==> src/hw/rtl/assert_macros.svh <==
// Assertion macros for the sector cache top module.
`ifndef ASSERT_MACROS_SVH
`define ASSERT_MACROS_SVH

// Check a condition at every rising clock edge outside reset.
`define LWSC_ASSERT_ALWAYS(lbl, expr, msg) \
  lbl: assert property (@(posedge clk) disable iff (!rst_n) (expr)) \
    else $error(msg);

// Check a consequence in the same cycle as its trigger, outside reset.
`define LWSC_ASSERT_IMPL(lbl, ante, cons, msg) \
  lbl: assert property (@(posedge clk) disable iff (!rst_n) (ante) |-> (cons)) \
    else $error(msg);

`endif

==> src/hw/rtl/lwsc_pkg.sv <==
// Shared constants, command codes and cell control types of the sector cache.
package lwsc_pkg;

  localparam int unsigned SLOTS_DEF       = 64;
  localparam int unsigned SECTOR_BITS_DEF = 32;
  localparam int unsigned CMD_W           = 2;

  typedef enum logic [CMD_W-1:0] {
    CMD_READ  = 2'd0,
    CMD_WRITE = 2'd1,
    CMD_FLUSH = 2'd2,
    CMD_NONE  = 2'd3
  } cmd_t;

  // Broadcast from the controller to every cell
  typedef struct packed {
    logic upd;       // apply the lookup outcome this cycle
    logic hit;       // the lookup hit
    logic is_write;  // the item is a write
    logic age_all;   // fill of an empty slot: every filled slot ages
    logic shift;     // advance the flush token by one cell
  } cell_ctl_t;

  // Status returned by each cell
  typedef struct packed {
    logic valid;
    logic dirty;
    logic match;
    logic vic;
    logic tok;
    logic first_empty;
  } cell_st_t;

endpackage

==> src/hw/rtl/lwsc_cell.sv <==
// One cache slot: tag, dirty mark, recency rank, fill flag and flush token.
module lwsc_cell import lwsc_pkg::*; #(
  parameter int unsigned SLOTS       = SLOTS_DEF,
  parameter int unsigned SECTOR_BITS = SECTOR_BITS_DEF,
  localparam int unsigned RANK_W     = $clog2(SLOTS)
) (
  input  logic                   clk,
  input  logic                   rst_n,
  input  cell_ctl_t              ctl,
  input  logic [SECTOR_BITS-1:0] sector,
  input  logic [RANK_W-1:0]      rank_ref,
  input  logic                   sel,
  input  logic                   tok_in,
  input  logic                   prev_valid,
  output cell_st_t               st,
  output logic [RANK_W-1:0]      rank,
  output logic [SECTOR_BITS-1:0] tag
);

  logic                   valid_r;
  logic                   dirty_r;
  logic                   tok_r;
  logic                   match_r;
  logic                   vic_r;
  logic [RANK_W-1:0]      rank_r;
  logic [SECTOR_BITS-1:0] tag_r;

  // Control state: fill flag, dirty mark, token, registered compares
  always_ff @(posedge clk) begin
    if (!rst_n) begin
      valid_r <= 1'b0;
      dirty_r <= 1'b0;
      tok_r   <= 1'b0;
      match_r <= 1'b0;
      vic_r   <= 1'b0;
    end else begin
      match_r <= valid_r && (tag_r == sector);
      vic_r   <= valid_r && (rank_r == RANK_W'(SLOTS - 1));
      if (ctl.shift) begin
        tok_r <= tok_in;
      end
      if (ctl.upd && sel) begin
        valid_r <= 1'b1;
        dirty_r <= ctl.hit ? (dirty_r | ctl.is_write) : ctl.is_write;
      end else if (ctl.shift && tok_r) begin
        dirty_r <= 1'b0;
      end
    end
  end

  // Payload: tag on a fill, rank to front or aged by one
  always_ff @(posedge clk) begin
    if (ctl.upd) begin
      if (sel) begin
        rank_r <= '0;
        if (!ctl.hit) begin
          tag_r <= sector;
        end
      end else if (valid_r && (ctl.age_all || (rank_r < rank_ref))) begin
        rank_r <= rank_r + 1'b1;
      end
    end
  end

  assign st.valid       = valid_r;
  assign st.dirty       = dirty_r;
  assign st.match       = match_r;
  assign st.vic         = vic_r;
  assign st.tok         = tok_r;
  assign st.first_empty = prev_valid & ~valid_r;
  assign rank           = rank_r;
  assign tag            = tag_r;

endmodule

==> config.mk <==
export PLATFORM = sky130hd
export DESIGN_NAME = lwsc_cell
export DESIGN_NICKNAME = d
export VERILOG_FILES = /design/src/hw/rtl/assert_macros.svh /design/src/hw/rtl/lwsc_pkg.sv /design/src/hw/rtl/lwsc_cell.sv
export SDC_FILE = /design/constraint.sdc
export NUM_CORES = 1
export LEC_CHECK = 0
export ABC_CLOCK_PERIOD_IN_PS = 2370
export BUFFER_PORTS_ARGS = -buffer_cell sky130_fd_sc_hd__buf_2
export CORE_ASPECT_RATIO = 2
export CORE_MARGIN = 1.5
export CORE_UTILIZATION = 30
export DETAILED_ROUTE_END_ITERATION = 7
export MAX_ROUTING_LAYER = met4
export SYNTH_ARGS = -nofsm -noshare
export SYNTH_HDL_FRONTEND = slang
export SYNTH_SLANG_ARGS = --single-unit
==> constraint.sdc <==
create_clock -name clk -period 2.37 [get_ports clk]
set_input_delay 0.237 -clock clk [delete_from_list [all_inputs] [get_ports clk]]
set_output_delay 0.237 -clock clk [all_outputs]
set_load 0.03 [all_outputs]
==> out/metrics.cfg <==
[run_status]
status=completed

[worst_setup_path]
path_max_fanout=6
setup.worst_path.end_class=flop
rrSetupSlack_ps=420
criticalPathCategory=reg -> reg
rr_worst_depth=4
crit_arrival_ps=1860
worstReg2RegEnd=rank[1]
timing.rr.start=rank[1]
crit_path_start=rank[1]
cp.required_ps=2280
endpoint=rank[1]
startpoint_type=flop

[routing]
met3_length_microns=242
routed_via_density=4.42
finalWirelength_mm=4.37
first_pass_iters=4
wl_met2_mm=2.53
drc=0
wire_per_inst_microns=13.6
highest_layer=met4
ant_nets=0
via_count=1419
drt-initial-drc-count=49
wl_met1_mm=1.52

[clock_network]
ctsHoldBuffers=0
clockBufferDepth=2
path_clk_slew_ps=60
cts-root-buf=clkbuf_16
insertion_delay_ps=280
cts.sinks=43
postCtsSetupRepairBufs=0
cts_resized=0
cts_tree=built
htree_levels=2
cts_buffers=5

[timing]
slew_viol_final=0
period_share=0.822
final.min_clock_period_ps=1950
rsz0062_at_grt=no
fmax_mhz=513
finalSetupTns_ps=0
relSlewSlack=0.570
finClkSkew_ps=5.64
finalHoldViolCount=0
worstMarginPinSlew_ps=644
final-setup-viol-count=0

[logic_synthesis]
ys_seq_area_frac=0.640
synth_cells=141
netlist.area_leader.share=0.588
synth_largest_area_cell=edfxtp_1
synth.most_common_cell=edfxtp_1
synth.area.top_cells=edfxtp_1 59%, xor2_1 15%, dfxtp_1 5.2%
synth-edff-count=38
async_reset_ff_frac=0
syn_area_sq_um=1940
synthTopCellsByCount=38 x edfxtp_1, 33 x xor2_1, 9 x nor2_1, 7 x nor4_1, 6 x ha_1
yosysWarnings=0
yosysUniqueCellTypes=23
avgSynthCellArea_sq_um=13.8
synthFlopType=edfxtp_1
syn-num-nets=195
ys_ff_latch=43

[die]
chipWidth_microns=59.9
start_util=0.310
die-area_sq_um=6990
io_pins=92
rows=41
die_h_microns=117
core-area_sq_um=6260

[final_layout]
nets=288
final_area_sq_um=2630
antenna_cells=0
area_growth_pct=35.4
layout-drive-gt1-share=0.426
final_util=0.420

[run]
maxCapViolCount=0

[place]
place_congestion=0.763
dpl.hpwl_mm=3.57
placedInstanceArea_sq_um=2490
io_buffers=91

[hold_path]
hold_class=in -> reg

[grt]
grtUsageTotal=0.137
antenna_found_initial=0
grt_max_degree=19
first_global_vias=1396
grt_overflow=0
grt_pass1_wl_mm=6.62

[pwr]
leakagePower_nw=1.11
ir_drop_mv=0.414
power.density_nw_per_um2=684

-- power breakdown --
group          total [W]  internal [W]  switching [W]
Clock           0.000642      0.000385       0.000257
Combinational   0.000260     0.0000983       0.000162
Sequential      0.000896      0.000868      0.0000276
Total            0.00180       0.00135       0.000447
-- flip-flops by register name, indices dropped and copies added (netlist names) --
| signal | cells |
|---|---|
| rank | 6 |
| vic_r | 1 |
| match_r | 1 |
| tok_r | 1 |
| valid_r | 1 |
| tag | 32 |
| dirty_r | 1 |
-- worst min path at each step --
stage               startpoint  endpoint  cells after the start
global route         sector[3]    tag[3]                      1
floorplan            sector[0]    tag[0]                      0
detailed placement   sector[3]    tag[3]                      1
CTS                  sector[3]    tag[3]                      1
finish              sector[29]   tag[29]                      1
global placement    sector[27]   tag[27]                      1
-- cells in the final DEF, fill, tap and decap left out, types with 3 or more instances in the layout --
cell	Yosys	routed
xnor2_1	3	3
a21oi_1	5	5
nor2b_1	4	4
edfxtp_1	38	38
inv_1	5	5
nand3_1	5	5
xor2_1	33	33
nand2_1	3	3
dfxtp_1	5	5
nor2_1	9	8
nand4_1	4	4
buf_2	0	91
clkbuf_16	0	5
ha_1	6	6
nor4_1	7	7
-- worst max-delay path: stages, from the launching register on --
cell and delay (ps):
edfxtp_1 430, ha_1 300, a21oi_1 170, o221ai_1 150
a21oi_1 530
-- stage by stage --
step                cells  setup WS, ps  total power [W]  hold slack (ps)
CTS                   321           405          0.00183              141
floorplan             141           274          0.00107              336
detailed placement    313           418          0.00118              440
finish                321           422          0.00180              152
global placement      313           510          0.00117              439
global route          321           282          0.00189              138
-- routing by layer --
| layer | GRT usage | vias up |
|---|---|---|
| li1 | - | 685 |
| met1 | 0.123 | 669 |
| met2 | 0.252 | 57 |
| met3 | 0.0365 | 8 |
| met4 | 0.0622 | 0 |
| met5 | - | - |
-- cell families after synthesis --
logic type / synth area share
AOI/OAI and AO/OA: 0.0239
xor gates and xnor gates: 0.162
adders and majority gates: 0.0387
buffers and inverters: 0.0309
DFF: 0.640
muxes: 0.00516
and+or+nand+nor: 0.0993
-- area by class of cell --
cell class              instances  area (sq um)
fillers                       657          3630
flip-flops and latches         43          1240
clock inverters                 2          8.76
multi-input cells              87           647
repair buffers                 92           475
inverters                       5          18.8
clock buffers                   6           129
well taps                      86           108
(Power assumes the default switching activity.)
